==> src/hw/rtl/i2cbb_pkg.sv <==
// Package for the I2C bit-bang master: field widths, command codes,
// configuration register indexes, reset values and the phase encoding.
// No dependencies.
package i2cbb_pkg;

    // Field widths
    localparam int FuncW    = 3;
    localparam int ByteW    = 8;
    localparam int PauseW   = 16;
    localparam int StretchW = 9;
    localparam int BitIdxW  = 4;
    localparam int CfgIdxW  = 2;
    localparam int CfgDataW = 16;

    // Command codes carried in func
    localparam logic [FuncW-1:0] FUNC_TICK  = 3'd0;
    localparam logic [FuncW-1:0] FUNC_START = 3'd1;
    localparam logic [FuncW-1:0] FUNC_STOP  = 3'd2;
    localparam logic [FuncW-1:0] FUNC_WRITE = 3'd3;
    localparam logic [FuncW-1:0] FUNC_READ  = 3'd4;

    // Configuration register indexes
    localparam logic [CfgIdxW-1:0] CFG_PAUSE_TICKS   = 2'd0;
    localparam logic [CfgIdxW-1:0] CFG_STRETCH_LIMIT = 2'd1;

    // Configuration reset values
    localparam logic [PauseW-1:0]   PAUSE_TICKS_RST   = 16'd5;
    localparam logic [StretchW-1:0] STRETCH_LIMIT_RST = 9'd256;

    // Bit sequencing constants
    localparam logic [ByteW-1:0]   BYTE_MSB   = 8'h80;
    localparam logic [ByteW-1:0]   BYTE_ONES  = 8'hFF;
    localparam logic [BitIdxW-1:0] BITS_DATA  = 4'd8;

    // Sequencer phases, one-hot
    typedef enum logic [9:0] {
        PH_IDLE    = 10'b00_0000_0001,
        PH_ST1     = 10'b00_0000_0010,
        PH_ST2     = 10'b00_0000_0100,
        PH_ST3     = 10'b00_0000_1000,
        PH_SP1     = 10'b00_0001_0000,
        PH_SP2     = 10'b00_0010_0000,
        PH_SP3     = 10'b00_0100_0000,
        PH_SETUP   = 10'b00_1000_0000,
        PH_STRETCH = 10'b01_0000_0000,
        PH_HIGH    = 10'b10_0000_0000
    } t_phase;

endpackage

==> src/hw/rtl/i2cbb_in_if.sv <==
// Tick request channel of the I2C bit-bang master: command and sampled lines.
// Depends on i2cbb_pkg.
interface i2cbb_in_if;
    logic                          valid;
    logic                          ready;
    logic [i2cbb_pkg::FuncW-1:0]   func;
    logic [i2cbb_pkg::ByteW-1:0]   tx_byte;
    logic                          ack_bit;
    logic                          scl_in;
    logic                          sda_in;

    modport source (output valid, func, tx_byte, ack_bit, scl_in, sda_in, input ready);
    modport sink   (input valid, func, tx_byte, ack_bit, scl_in, sda_in, output ready);
endinterface

==> src/hw/rtl/i2cbb_out_if.sv <==
// Result channel of the I2C bit-bang master: line drives and status.
// Depends on i2cbb_pkg.
interface i2cbb_out_if;
    logic                          valid;
    logic                          ready;
    logic                          sda_low;
    logic                          scl_low;
    logic                          busy_res;
    logic                          done_res;
    logic [i2cbb_pkg::ByteW-1:0]   rx_byte;
    logic                          nack;

    modport source (output valid, sda_low, scl_low, busy_res, done_res, rx_byte, nack,
                    input ready);
    modport sink   (input valid, sda_low, scl_low, busy_res, done_res, rx_byte, nack,
                    output ready);
endinterface

==> src/hw/rtl/i2cbb_cfg_if.sv <==
// Configuration write channel of the I2C bit-bang master.
// Depends on i2cbb_pkg.
interface i2cbb_cfg_if;
    logic                             valid;
    logic                             ready;
    logic [i2cbb_pkg::CfgIdxW-1:0]    index;
    logic [i2cbb_pkg::CfgDataW-1:0]   data;

    modport source (output valid, index, data, input ready);
    modport sink   (input valid, index, data, output ready);
endinterface

==> src/hw/rtl/i2c_bitbang_master_top.sv <==
// Top level of the tick-driven open-drain I2C master byte controller.
// Depends on i2cbb_pkg, i2cbb_in_if, i2cbb_out_if, i2cbb_cfg_if.
//
//  channel  | dir | carries
//  ---------+-----+----------------------------------------------------
//  i_in     | in  | one tick: func, tx_byte, ack_bit, scl_in, sda_in
//  i_cfg    | in  | register write: index (0 pause_ticks, 1 stretch_limit)
//  o_out    | out | one result per tick: sda_low, scl_low, busy, done,
//           |     | rx_byte, nack
//
// One tick request per clock while i_in.ready is high; its result appears in the
// output register the next cycle. The state update and result logic sit between
// the sequencer registers and the output register.
// i_in.ready drops only while a result is held and o_out.ready is low.
// Synchronous active-low reset idles the sequencer, releases both lines and
// loads pause_ticks = 5, stretch_limit = 256. i_cfg is always ready.
module i2c_bitbang_master_top (
    input  logic               i_clk,
    input  logic               i_rst_n,
    i2cbb_in_if.sink           i_in,
    i2cbb_cfg_if.sink          i_cfg,
    i2cbb_out_if.source        o_out
);

    // Configuration registers
    logic [i2cbb_pkg::PauseW-1:0]   r_pause_ticks;
    logic [i2cbb_pkg::StretchW-1:0] r_stretch_limit;

    // Sequencer state
    i2cbb_pkg::t_phase              r_phase,         n_phase;
    logic [i2cbb_pkg::PauseW-1:0]   r_pause_count,   n_pause_count;
    logic [i2cbb_pkg::StretchW-1:0] r_stretch_count, n_stretch_count;
    logic [i2cbb_pkg::ByteW-1:0]    r_shift,         n_shift;
    logic [i2cbb_pkg::BitIdxW-1:0]  r_bit_index,     n_bit_index;
    logic                           r_is_read,       n_is_read;
    logic                           r_ack_to_send,   n_ack_to_send;
    logic                           r_drive_sda,     n_drive_sda;
    logic                           r_drive_scl,     n_drive_scl;
    logic [i2cbb_pkg::ByteW-1:0]    r_last_rx,       n_last_rx;
    logic                           r_last_nack,     n_last_nack;

    // Output register
    logic                           r_out_valid;
    logic                           r_out_sda_low;
    logic                           r_out_scl_low;
    logic                           r_out_busy;
    logic                           r_out_done;
    logic [i2cbb_pkg::ByteW-1:0]    r_out_rx;
    logic                           r_out_nack;

    logic                           in_ready;
    logic                           in_accept;
    logic                           done;
    logic [i2cbb_pkg::PauseW-1:0]   pause_len;
    logic [i2cbb_pkg::PauseW-1:0]   pause_inc;
    logic                           pause_elapsed;
    logic [i2cbb_pkg::PauseW-1:0]   pause_next;
    logic [i2cbb_pkg::BitIdxW-1:0]  bit_index_inc;
    logic [i2cbb_pkg::ByteW-1:0]    shift_in;

    // Handshake: output register frees when empty or being taken
    assign in_ready    = !r_out_valid || o_out.ready;
    assign in_accept   = i_in.valid && in_ready;
    assign i_in.ready  = in_ready;
    assign i_cfg.ready = 1'b1;

    // Pause counter step; zero length acts as one
    assign pause_len     = (r_pause_ticks == '0) ? {{(i2cbb_pkg::PauseW-1){1'b0}}, 1'b1}
                                                 : r_pause_ticks;
    assign pause_inc     = r_pause_count + 1'b1;
    assign pause_elapsed = (pause_inc >= pause_len);
    assign pause_next    = pause_elapsed ? '0 : pause_inc;

    assign bit_index_inc = r_bit_index + 1'b1;
    assign shift_in      = {r_shift[i2cbb_pkg::ByteW-2:0], i_in.sda_in};

    // Next-state logic for one tick
    always_comb begin
        n_phase         = r_phase;
        n_pause_count   = r_pause_count;
        n_stretch_count = r_stretch_count;
        n_shift         = r_shift;
        n_bit_index     = r_bit_index;
        n_is_read       = r_is_read;
        n_ack_to_send   = r_ack_to_send;
        n_drive_sda     = r_drive_sda;
        n_drive_scl     = r_drive_scl;
        n_last_rx       = r_last_rx;
        n_last_nack     = r_last_nack;
        done            = 1'b0;

        case (r_phase)
            i2cbb_pkg::PH_IDLE: begin
                n_pause_count = '0;
                case (i_in.func)
                    i2cbb_pkg::FUNC_START: begin
                        n_drive_sda = 1'b0;
                        n_drive_scl = 1'b0;
                        n_phase     = i2cbb_pkg::PH_ST1;
                    end
                    i2cbb_pkg::FUNC_STOP: begin
                        n_drive_sda = 1'b1;
                        n_drive_scl = 1'b1;
                        n_phase     = i2cbb_pkg::PH_SP1;
                    end
                    i2cbb_pkg::FUNC_WRITE, i2cbb_pkg::FUNC_READ: begin
                        n_is_read     = (i_in.func == i2cbb_pkg::FUNC_READ);
                        n_ack_to_send = i_in.ack_bit;
                        n_shift       = n_is_read ? i2cbb_pkg::BYTE_ONES : i_in.tx_byte;
                        n_bit_index   = '0;
                        n_drive_sda   = !n_shift[i2cbb_pkg::ByteW-1];
                        n_phase       = i2cbb_pkg::PH_SETUP;
                    end
                    default: begin
                    end
                endcase
            end
            i2cbb_pkg::PH_ST1: begin
                n_pause_count = pause_next;
                if (pause_elapsed) begin
                    n_drive_sda = 1'b1;
                    n_phase     = i2cbb_pkg::PH_ST2;
                end
            end
            i2cbb_pkg::PH_ST2: begin
                n_pause_count = pause_next;
                if (pause_elapsed) begin
                    n_drive_scl = 1'b1;
                    n_phase     = i2cbb_pkg::PH_ST3;
                end
            end
            i2cbb_pkg::PH_SP1: begin
                n_pause_count = pause_next;
                if (pause_elapsed) begin
                    n_drive_scl = 1'b0;
                    n_phase     = i2cbb_pkg::PH_SP2;
                end
            end
            i2cbb_pkg::PH_SP2: begin
                n_pause_count = pause_next;
                if (pause_elapsed) begin
                    n_drive_sda = 1'b0;
                    n_phase     = i2cbb_pkg::PH_SP3;
                end
            end
            i2cbb_pkg::PH_ST3, i2cbb_pkg::PH_SP3: begin
                n_pause_count = pause_next;
                if (pause_elapsed) begin
                    n_phase = i2cbb_pkg::PH_IDLE;
                    done    = 1'b1;
                end
            end
            i2cbb_pkg::PH_SETUP: begin
                n_pause_count = pause_next;
                if (pause_elapsed) begin
                    n_drive_scl     = 1'b0;
                    n_stretch_count = '0;
                    n_phase         = i2cbb_pkg::PH_STRETCH;
                end
            end
            // Wait for SCL released by the slave, bounded by stretch_limit pauses
            i2cbb_pkg::PH_STRETCH: begin
                if (i_in.scl_in || (r_stretch_count >= r_stretch_limit)) begin
                    n_pause_count = '0;
                    n_phase       = i2cbb_pkg::PH_HIGH;
                end else begin
                    n_pause_count = pause_next;
                    if (pause_elapsed) begin
                        n_stretch_count = r_stretch_count + 1'b1;
                    end
                end
            end
            // SCL high: sample SDA at the end of the pause, then pull SCL low
            i2cbb_pkg::PH_HIGH: begin
                n_pause_count = pause_next;
                if (pause_elapsed) begin
                    n_drive_scl = 1'b1;
                    n_shift     = shift_in;
                    n_bit_index = bit_index_inc;
                    if (bit_index_inc < i2cbb_pkg::BITS_DATA) begin
                        n_drive_sda   = !shift_in[i2cbb_pkg::ByteW-1];
                        n_pause_count = '0;
                        n_phase       = i2cbb_pkg::PH_SETUP;
                    end else if (bit_index_inc == i2cbb_pkg::BITS_DATA) begin
                        // Acknowledge slot
                        if (r_is_read) begin
                            n_last_rx = shift_in;
                            n_shift   = r_ack_to_send ? i2cbb_pkg::BYTE_MSB : '0;
                        end else begin
                            n_shift   = i2cbb_pkg::BYTE_MSB;
                        end
                        n_drive_sda   = !n_shift[i2cbb_pkg::ByteW-1];
                        n_pause_count = '0;
                        n_phase       = i2cbb_pkg::PH_SETUP;
                    end else begin
                        if (!r_is_read) begin
                            n_last_nack = i_in.sda_in;
                        end
                        n_phase = i2cbb_pkg::PH_IDLE;
                        done    = 1'b1;
                    end
                end
            end
            default: begin
                n_phase = i2cbb_pkg::PH_IDLE;
            end
        endcase
    end

    // Configuration registers
    always_ff @(posedge i_clk) begin
        if (!i_rst_n) begin
            r_pause_ticks   <= i2cbb_pkg::PAUSE_TICKS_RST;
            r_stretch_limit <= i2cbb_pkg::STRETCH_LIMIT_RST;
        end else if (i_cfg.valid) begin
            case (i_cfg.index)
                i2cbb_pkg::CFG_PAUSE_TICKS:   r_pause_ticks   <= i_cfg.data;
                i2cbb_pkg::CFG_STRETCH_LIMIT: r_stretch_limit <=
                                                  i_cfg.data[i2cbb_pkg::StretchW-1:0];
                default: begin
                end
            endcase
        end
    end

    // Sequencer state, advanced once per accepted tick
    always_ff @(posedge i_clk) begin
        if (!i_rst_n) begin
            r_phase         <= i2cbb_pkg::PH_IDLE;
            r_pause_count   <= '0;
            r_stretch_count <= '0;
            r_shift         <= '0;
            r_bit_index     <= '0;
            r_is_read       <= 1'b0;
            r_ack_to_send   <= 1'b0;
            r_drive_sda     <= 1'b0;
            r_drive_scl     <= 1'b0;
            r_last_rx       <= '0;
            r_last_nack     <= 1'b0;
        end else if (in_accept) begin
            r_phase         <= n_phase;
            r_pause_count   <= n_pause_count;
            r_stretch_count <= n_stretch_count;
            r_shift         <= n_shift;
            r_bit_index     <= n_bit_index;
            r_is_read       <= n_is_read;
            r_ack_to_send   <= n_ack_to_send;
            r_drive_sda     <= n_drive_sda;
            r_drive_scl     <= n_drive_scl;
            r_last_rx       <= n_last_rx;
            r_last_nack     <= n_last_nack;
        end
    end

    // Output valid
    always_ff @(posedge i_clk) begin
        if (!i_rst_n) begin
            r_out_valid <= 1'b0;
        end else if (in_accept) begin
            r_out_valid <= 1'b1;
        end else if (o_out.ready) begin
            r_out_valid <= 1'b0;
        end
    end

    // Output payload
    always_ff @(posedge i_clk) begin
        if (in_accept) begin
            r_out_sda_low <= n_drive_sda;
            r_out_scl_low <= n_drive_scl;
            r_out_busy    <= (n_phase != i2cbb_pkg::PH_IDLE);
            r_out_done    <= done;
            r_out_rx      <= n_last_rx;
            r_out_nack    <= n_last_nack;
        end
    end

    assign o_out.valid    = r_out_valid;
    assign o_out.sda_low  = r_out_sda_low;
    assign o_out.scl_low  = r_out_scl_low;
    assign o_out.busy_res = r_out_busy;
    assign o_out.done_res = r_out_done;
    assign o_out.rx_byte  = r_out_rx;
    assign o_out.nack     = r_out_nack;

endmodule

==> src/flat_wrapper.sv <==
// flat-port wrapper written by rule: the top's interface ports become plain ports
module i2c_bitbang_master_top_flat 
  (i_clk, i_rst_n, i_in_valid, i_in_func, i_in_tx_byte, i_in_ack_bit, i_in_scl_in, i_in_sda_in, i_in_ready, i_cfg_valid, i_cfg_index, i_cfg_data, i_cfg_ready, o_out_valid, o_out_sda_low, o_out_scl_low, o_out_busy_res, o_out_done_res, o_out_rx_byte, o_out_nack, o_out_ready);
  i2cbb_in_if i_in_i ();
  i2cbb_cfg_if i_cfg_i ();
  i2cbb_out_if o_out_i ();
  input  logic i_clk;
  input  logic i_rst_n;
  input wire logic [$bits(i_in_i.valid)-1:0] i_in_valid;
  input wire logic [$bits(i_in_i.func)-1:0] i_in_func;
  input wire logic [$bits(i_in_i.tx_byte)-1:0] i_in_tx_byte;
  input wire logic [$bits(i_in_i.ack_bit)-1:0] i_in_ack_bit;
  input wire logic [$bits(i_in_i.scl_in)-1:0] i_in_scl_in;
  input wire logic [$bits(i_in_i.sda_in)-1:0] i_in_sda_in;
  output wire logic [$bits(i_in_i.ready)-1:0] i_in_ready;
  input wire logic [$bits(i_cfg_i.valid)-1:0] i_cfg_valid;
  input wire logic [$bits(i_cfg_i.index)-1:0] i_cfg_index;
  input wire logic [$bits(i_cfg_i.data)-1:0] i_cfg_data;
  output wire logic [$bits(i_cfg_i.ready)-1:0] i_cfg_ready;
  output wire logic [$bits(o_out_i.valid)-1:0] o_out_valid;
  output wire logic [$bits(o_out_i.sda_low)-1:0] o_out_sda_low;
  output wire logic [$bits(o_out_i.scl_low)-1:0] o_out_scl_low;
  output wire logic [$bits(o_out_i.busy_res)-1:0] o_out_busy_res;
  output wire logic [$bits(o_out_i.done_res)-1:0] o_out_done_res;
  output wire logic [$bits(o_out_i.rx_byte)-1:0] o_out_rx_byte;
  output wire logic [$bits(o_out_i.nack)-1:0] o_out_nack;
  input wire logic [$bits(o_out_i.ready)-1:0] o_out_ready;
  assign i_in_i.valid = i_in_valid;
  assign i_in_i.func = i_in_func;
  assign i_in_i.tx_byte = i_in_tx_byte;
  assign i_in_i.ack_bit = i_in_ack_bit;
  assign i_in_i.scl_in = i_in_scl_in;
  assign i_in_i.sda_in = i_in_sda_in;
  assign i_in_ready = i_in_i.ready;
  assign i_cfg_i.valid = i_cfg_valid;
  assign i_cfg_i.index = i_cfg_index;
  assign i_cfg_i.data = i_cfg_data;
  assign i_cfg_ready = i_cfg_i.ready;
  assign o_out_valid = o_out_i.valid;
  assign o_out_sda_low = o_out_i.sda_low;
  assign o_out_scl_low = o_out_i.scl_low;
  assign o_out_busy_res = o_out_i.busy_res;
  assign o_out_done_res = o_out_i.done_res;
  assign o_out_rx_byte = o_out_i.rx_byte;
  assign o_out_nack = o_out_i.nack;
  assign o_out_i.ready = o_out_ready;
  i2c_bitbang_master_top u_core (.i_clk(i_clk), .i_rst_n(i_rst_n), .i_in(i_in_i), .i_cfg(i_cfg_i), .o_out(o_out_i));
endmodule
==> config.mk <==
export PLATFORM = sky130hd
export DESIGN_NAME = i2c_bitbang_master_top_flat
export DESIGN_NICKNAME = d
export VERILOG_FILES = /design/src/hw/rtl/i2cbb_pkg.sv /design/src/hw/rtl/i2cbb_in_if.sv /design/src/hw/rtl/i2cbb_out_if.sv /design/src/hw/rtl/i2cbb_cfg_if.sv /design/src/hw/rtl/i2c_bitbang_master_top.sv /design/src/flat_wrapper.sv
export SDC_FILE = /design/constraint.sdc
export NUM_CORES = 1
export LEC_CHECK = 0
export ABC_CLOCK_PERIOD_IN_PS = 3600
export BUFFER_PORTS_ARGS = -buffer_cell sky130_fd_sc_hd__buf_2
export CAP_MARGIN = 0
export CORE_MARGIN = 2
export CORE_UTILIZATION = 45
export DETAILED_ROUTE_END_ITERATION = 7
export GPL_TIMING_DRIVEN = 0
export HOLD_SLACK_MARGIN = 0.05
export PLACE_DENSITY = 0.69
export SETUP_SLACK_MARGIN = 0.15
export SYNTH_ARGS = -nofsm -noshare
export SYNTH_HDL_FRONTEND = slang
export SYNTH_SLANG_ARGS = --single-unit
==> constraint.sdc <==
create_clock -name i_clk -period 3.6 [get_ports i_clk]
set_clock_uncertainty 0.1 [all_clocks]
set_input_delay 0.36 -clock i_clk [delete_from_list [all_inputs] [get_ports i_clk]]
set_output_delay 0.36 -clock i_clk [all_outputs]
set_load 0.01 [all_outputs]
==> impl_metrics.yaml, run 1 <==
worst_setup_path:
  critPathArrivalTime_ps: 3680
  timing.rr.end: "u_core.o_out.nack"
  crit_slowest_cell: "or3_4"
  critPathKind: "flip-flop to flip-flop"
  cp_common_cell: "and3_4"
  cp.required_ps: 3610
  crit_fanout: 5
  rr_worst_depth: 15
  worst-path-buf-inv: 1
  crit_chain: "and3_4 -> and3_4 -> buf_8 -> nand2_4 -> nor2_4 -> and3_4 -> xnor2_2 -> ha_1 -> nand4_1 -> nor2_1 -> nand4_1 -> o21ai_4 -> nand2_4 -> or3_4 -> mux2_4"
  rrSetupSlack_ps: -60
  startpoint_type: "flip-flop"
  slowest_delay_ps: 430
  end_kind: "flip-flop"
  timing.rr.start: "u_core.r_pause_count[2]"
  path_delay_family: "simple AND/OR/NAND/NOR gates"
sta:
  slew_headroom: 0.201
  tightest_slew_ps: 1200
  maxSlewViolCount: 0
  rsz0062_at_grt: "yes"
  setup_ws_ps: -64.1
  finalSetupViolations: 17
  fmax_mhz: 273
  timing.final.hold_violations: 0
  fin_crit_ps: 3660
  post-route-period-util: 1.02
pwr:
  power_density_nw_per_um2: 353
  peakVddDrop_uv: 225
  power.leakage_nw: 2.75
min_path:
  worstHoldPathCells: 3
  hold_class: "input pin to flip-flop"
  hold-path-endpoint: "u_core.r_pause_ticks[11]"
  min_from: "i_cfg_data[11]"
routing:
  drtPass1Iterations: 5
  drc: 0
  drtIter0Drc: 377
  routed_wirelength_um: 14800
  dr_total_vias: 5142
  antenna_left: 0
  wl_per_cell_um: 16.6
  via_per_inst: 5.80
floorplan:
  coreArea_um2: 11900
  initial_utilization: 0.457
  boundaryPins: 53
  fp.dieW_um: 114
  die_area_um2: 12900
  die_h_um: 114
  row_count: 40
clock_network:
  clk_path_buf_depth: 2
  cts_tree: "yes"
  clockRootBuffer: "clkbuf_16"
  clock-sinks: 98
  cts-htree-levels: 3
  cts_hold_buffers: 0
  worstSkewPairLatency_ps: 370
  cts_inserted_buffers: 9
  clkTransAtPathRegs_ps: 70
yosys:
  syn-num-nets: 704
  synth_compound_area_frac: 0.193
  yosys.area_share.simple: 0.207
  yosysWarnings: 0
  synth_top_family_by_area: "simple AND/OR/NAND/NOR gates"
  muxShareOfSynthArea: 0.0632
  synth_cells: 639
  syn-cell-area_um2: 5420
  synth_edf_count: 13
  syn_avg_cell_area_um2: 8.49
  synth-main-ff-cell: "dfxtp_1"
  netlist-cell-type-count: 66
  synthAdderAreaFrac: 0.0646
  ys_seq_area_frac: 0.386
  ys_seq_elements: 98
  async_flop_share: 0
  synth_xor_area_frac: 0.0307
global_routing:
  grt-ovfl-total: 0
  antenna_found_initial: 0
  grt.total_usage: 0.229
  grt_pass1_vias: 4891
  grt_max_degree: 23
  grt_pass1_wl_um: 23700
outcome:
  violations: "setup timing"
  outcome: "complete, but fails checks"
cells_and_area:
  syn2layout_area_growth_pct: 27.6
  register_area_um2: 2100
  multi_input_area_um2: 3420
  final_cells: 887
  final_net_count: 800
  drive_gt1_frac: 0.264
  post-route-util: 0.584
  antenna_cells: 0
  fillCellCount: 1029
placement:
  gp_congestion: 0.931
  dpl.cell_count: 835
  port-buffer-count: 49
  hpwl_um: 9900
job:
  cap_violations: 0
[worst max-delay path by stage]
stage | startpoint | to | slack (ps) | cells past startpoint
2_1_floorplan | u_core.r_pause_count[2] | u_core.r_pause_count[9] | 180 | 17
3_3_place_gp | u_core.r_pause_count[2] | u_core.r_pause_count[2] | -440 | 16
3_5_place_dp | u_core.r_pause_count[2] | u_core.r_pause_count[2] | -490 | 16
4_1_cts | u_core.r_pause_count[2] | u_core.o_out.nack | 20 | 15
5_1_grt | u_core.r_pause_count[2] | u_core.r_stretch_count[2] | -200 | 18
6_report | u_core.r_pause_count[2] | u_core.o_out.nack | -60 | 15
[cell type report]
cell class,instances,share of cell area
Clock inverter,7,0.00994
Clock buffer,9,0.0325
Multi-Input combinational cell,469,0.494
Buffer,34,0.0286
Tap cell,147,0.0266
Inverter,38,0.0206
Sequential cell,98,0.303
Timing Repair Buffer,85,0.0848
[routing by layer]
metal / GRT usage / part of all wire / vias up
met5: 0 / 0 / -
met4: 0.0870 / 0.020 / 0
li1: - / - / 2509
met1: 0.298 / 0.45 / 2459
met2: 0.372 / 0.48 / 147
met3: 0.0521 / 0.053 / 27
[Yosys cell counts, types with 4 or more instances]
| cell | instances | area [um^2] |
|---|---|---|
| a211oi_1 | 9 | 67.6 |
| a21o_1 | 4 | 30.0 |
| a21oi_1 | 57 | 285 |
| a22o_1 | 9 | 78.8 |
| a311oi_1 | 8 | 70.1 |
| and3_1 | 6 | 37.5 |
| clkbuf_1 | 26 | 97.6 |
| dfxtp_1 | 85 | 1700 |
| edfxtp_1 | 13 | 390 |
| ha_1 | 28 | 350 |
| inv_1 | 38 | 143 |
| mux2_2 | 10 | 113 |
| mux2i_1 | 23 | 230 |
| nand2_1 | 81 | 304 |
| nand3_1 | 28 | 140 |
| nand3b_1 | 8 | 60.1 |
| nand4_1 | 4 | 25.0 |
| nor2_1 | 42 | 158 |
| nor3_1 | 15 | 75.1 |
| nor4_1 | 7 | 43.8 |
| o2111ai_1 | 4 | 35.0 |
| o211ai_1 | 5 | 37.5 |
| o21ai_0 | 35 | 175 |
| or3_1 | 10 | 62.6 |
| xnor2_1 | 13 | 114 |
| xor2_1 | 6 | 52.6 |
[worst register-to-register path: stages (launching register included)]
cell and delay [ps]:
dfxtp_2 340, and3_4 180, and3_4 180, buf_8 90, nand2_4 50, nor2_4 200, and3_4 230, xnor2_2 70
ha_1 310, nand4_1 170, nor2_1 130, nand4_1 200, o21ai_4 300, nand2_4 100, or3_4 430, mux2_4 310
[metrics by stage]
step / instance area [um^2] / TNS, ps / worst slack [ps] / hold WS [ps] / power (mW)
after global placement: 5890 / -17710 / -440 / 343 / 1.43
after detailed placement: 5890 / -22360 / -490 / 357 / 1.44
after floorplan: 5460 / 0 / 184 / 335 / 1.35
after CTS: 6640 / 0 / 24.7 / 130 / 2.42
final: 6920 / -642 / -64.1 / 132 / 2.44
after global routing: 6920 / -6870 / -203 / 141 / 2.53
[cell families after synthesis]
| kind of cell | after synthesis |
|---|---|
| xor gates and xnor gates | 19 |
| AOI/OAI and AO/OA | 162 |
| muxes | 33 |
| and+or+nand+nor | 226 |
| adders and majority gates | 28 |
| DFF | 98 |
| other | 1 |
| buffers and inverters | 72 |
[cells in the final DEF, fill, tap and decap left out, types with 7 or more instances in the layout]
master and n:
nor3_1 11, or3_1 9, dfxtp_1 80, inv_1 38
nor4_1 7, nand3b_1 8, buf_2 50, clkbuf_1 22
edfxtp_1 13, ha_1 27, buf_6 12, mux2i_1 23
nor2_1 38, a22o_1 9, a21oi_1 50, xnor2_1 8
buf_4 26, o21ai_0 28, mux2_4 9, a311oi_2 7
clkbuf_16 9, nand3_1 24, a21oi_2 7, o21ai_1 7
a211oi_2 7, nand2_1 77
[flip-flops by register name, summed over array words and instances, names as in the netlist, 4 cells and up]
register / cells
u_core.o_out.rx_byte: 8
u_core.r_pause_count: 16
u_core.r_shift: 7
u_core.r_phase: 10
u_core.r_last_rx: 8
u_core.r_stretch_limit: 9
u_core.r_bit_index: 4
u_core.r_stretch_count: 9
u_core.r_pause_ticks: 16
[what timing repair did]
item / 4_1_cts / 5_1_grt
gates resized for setup: 54 / 50
pin swaps: 23 / 22
buffers inserted: 27 / 8
hold endpoints to repair: 0 / 0
gates cloned: 1 / 0
endpoints found under the setup margin: 70 / 70
[power breakdown]
part | total, mW | internal [mW] | switching, mW
logic | 0.306 | 0.117 | 0.189
registers | 1.16 | 1.14 | 0.0192
clock network | 0.980 | 0.537 | 0.443
Power figures use the tool's default switching activity.
==> run 2, diff against run 1 <==
Settings changed: ABC_AREA from default to 1, CORE_UTILIZATION 45 to 48, PLACE_DENSITY 0.69 to 0.72.
==> impl_metrics.yaml, run 2 <==
pwr:
  finalPower_mw: 2.59
  power.leakage_nw: 3.14
  power_density_nw_per_um2: 384
  peakVddDrop_uv: 241
yosys:
  synthAdderAreaFrac: 0.0592
  yosysWarnings: 0
  yosysTopAreaCell: "dfxtp_1"
  yosysTopAreaCellShare: 0.288
  synth_compound_area_frac: 0.155
  yosys-top-cells-count: "148 x nand2_1, 110 x inv_1, 85 x dfxtp_1"
  ys_seq_elements: 98
  synth-main-ff-cell: "dfxtp_1"
  netlist-cell-type-count: 50
  synth_edf_count: 13
  syn-num-nets: 870
  synth.area.top_cells: "dfxtp_1 29%, nand2_1 9.4%, inv_1 7.0%"
  synth_top_family_by_area: "simple AND/OR/NAND/NOR gates"
  yosys.area_share.simple: 0.299
  syn-cell-area_um2: 5920
  synth_xor_area_frac: 0.0298
  syn_avg_cell_area_um2: 7.35
  muxShareOfSynthArea: 0
  ys_seq_area_frac: 0.354
  async_flop_share: 0
  synth_most_common_cell: "nand2_1"
  synth_cells: 805
sta:
  timing.final.hold_violations: 0
  maxSlewViolCount: 0
  fmax_mhz: 303
  post-route-period-util: 0.916
  fin_crit_ps: 3300
  finalSetupViolations: 0
  tightest_slew_ps: 729
  rsz0062_at_grt: "yes"
  slew_headroom: 0.514
placement:
  gp_congestion: 0.845
  port-buffer-count: 51
  dpl.cell_count: 1003
  hpwl_um: 10300
  post_dp_cell_area_um2: 6360
routing:
  drt-met1-wl_um: 6570
  dr_total_vias: 5379
  drc: 0
  drtIter0Drc: 359
  met3WireLength_um: 724
  antenna_left: 0
  topRoutingLayerUsed: "met4"
  wl_met2_um: 6480
  wl_per_cell_um: 13.6
  drtPass1Iterations: 6
  via_per_inst: 5.26
  routed_wirelength_um: 13900
worst_setup_path:
  critPathKind: "flip-flop to flip-flop"
  crit_chain: "ha_2 -> nand3_2 -> nor3_4 -> nand3_2 -> nor2_4 -> nand3_2 -> xnor2_4 -> ha_1 -> nand2_1 -> o21ai_0 -> a21oi_1 -> nand2_4 -> buf_4 -> nor2_8 -> buf_12 -> nand3_2 -> a21oi_2"
  crit_fanout: 10
  crit_slowest_cell: "dfxtp_2"
  rrSetupSlack_ps: 300
  startpoint_type: "flip-flop"
  worst-path-buf-inv: 2
  slowest_delay_ps: 390
  cp_common_cell: "nand3_2"
  path_delay_family: "simple AND/OR/NAND/NOR gates"
  end_kind: "flip-flop"
  cp.required_ps: 3770
  critPathArrivalTime_ps: 3470
global_routing:
  grt_pass1_wl_um: 23600
  grt_max_degree: 23
  grt-ovfl-total: 0
  grt_pass1_vias: 4983
  antenna_found_initial: 0
  grt.total_usage: 0.222
clock_network:
  cts-htree-levels: 3
  cts_tree: "yes"
  clock-sinks: 98
  clk_path_buf_depth: 2
  cts_inserted_buffers: 9
  clockRootBuffer: "clkbuf_16"
  clkTransAtPathRegs_ps: 70
  cts_hold_buffers: 0
  worstSkewPairLatency_ps: 350
cells_and_area:
  final_net_count: 936
  fin_area_um2: 6740
  drive_gt1_frac: 0.183
  antenna_cells: 0
  final_cell_mix: "148 x nand2_1, 110 x inv_1, 84 x dfxtp_1"
  mostFrequentLayoutCell: "nand2_1"
  final_cells: 1023
  syn2layout_area_growth_pct: 13.9
  reg.largest.list: "u_core.r_pause_count x16, u_core.r_pause_ticks x16, u_core.r_phase x10"
  post-route-util: 0.561
floorplan:
  die_area_um2: 13200
  initial_utilization: 0.493
  row_count: 40
  boundaryPins: 53
  die_h_um: 115
  coreArea_um2: 12000
  fp.dieW_um: 115
job:
  cap_violations: 0
min_path:
  hold_class: "input pin to flip-flop"
outcome:
  outcome: "finished, final reports clean"
## run 2: area by class of cell
| class | instances | area, um^2 |
|---|---|---|
| Buffer | 25 | 155 |
| Clock buffer | 11 | 243 |
| Clock inverter | 5 | 61.3 |
| Fill cell | 1161 | 5280 |
| Inverter | 120 | 458 |
| Multi-Input combinational cell | 562 | 3260 |
| Sequential cell | 98 | 2090 |
| Tap cell | 147 | 184 |
| Timing Repair Buffer | 55 | 285 |
## run 2: logic make-up (layout without fill, tap and decap cells)
kind of cell / after synthesis / after routing
other cells: 1 / 1
flops: 98 / 98
compound gates: 164 / 164
simple gates: 351 / 351
xor+xnor: 18 / 18
buf+inv: 145 / 216
fa+ha+maj: 28 / 28
## run 2: power breakdown
part	total [mW]	leakage [nW]	internal (mW)	switching [mW]
combinational	0.386	2.17	0.132	0.254
clock	1.00	0.151	0.565	0.440
sequential	1.19	0.824	1.16	0.0295
total	2.59	3.14	1.86	0.723
## run 2: routing by layer
layer | vias up | GRT usage
li1 | 2781 | -
met1 | 2437 | 0.290
met2 | 147 | 0.375
met3 | 14 | 0.0496
met4 | 0 | 0.0490
met5 | - | 0
## run 2: path summary, 6_finish.rpt
check | startpoint | to | cells past startpoint
setup / recovery | u_core.r_pause_count[0] | u_core.r_pause_count[14] | 17
hold / removal | i_cfg_data[0] | u_core.r_pause_ticks[0] | 3
setup reg to reg | u_core.r_pause_count[0] | u_core.r_pause_count[14] | 17
hold reg to reg | u_core.r_shift[2] | u_core.r_shift[2] | 2
## run 2: repair_timing
| item | 4_1_cts | 5_1_grt |
|---|---|---|
| setup endpoints to repair | 41 | 63 |
| gates resized for setup | 4 | 9 |
| setup buffers | 2 | 2 |
| pin swaps | 0 | 1 |
## run 2: stage by stage
step / setup TNS [ps] / hold WS [ps] / worst slack [ps]
CTS: 0 / 122 / 190
finish: 0 / 129 / 302
floorplan: 0 / 333 / 474
global placement: -33.3 / 347 / -7.98
detailed placement: -1170 / 357 / -77.0
global route: 0 / 132 / 120
## run 2: worst register-to-register path, delay by kind of cell, from the launching register on
family	cells	cell delay (ps)
and+or+nand+nor	9	1260
adders and majority gates	2	520
AOI/OAI and AO/OA	3	450
DFF	1	390
buffers and inverters	2	350
xor gates and xnor gates	1	160
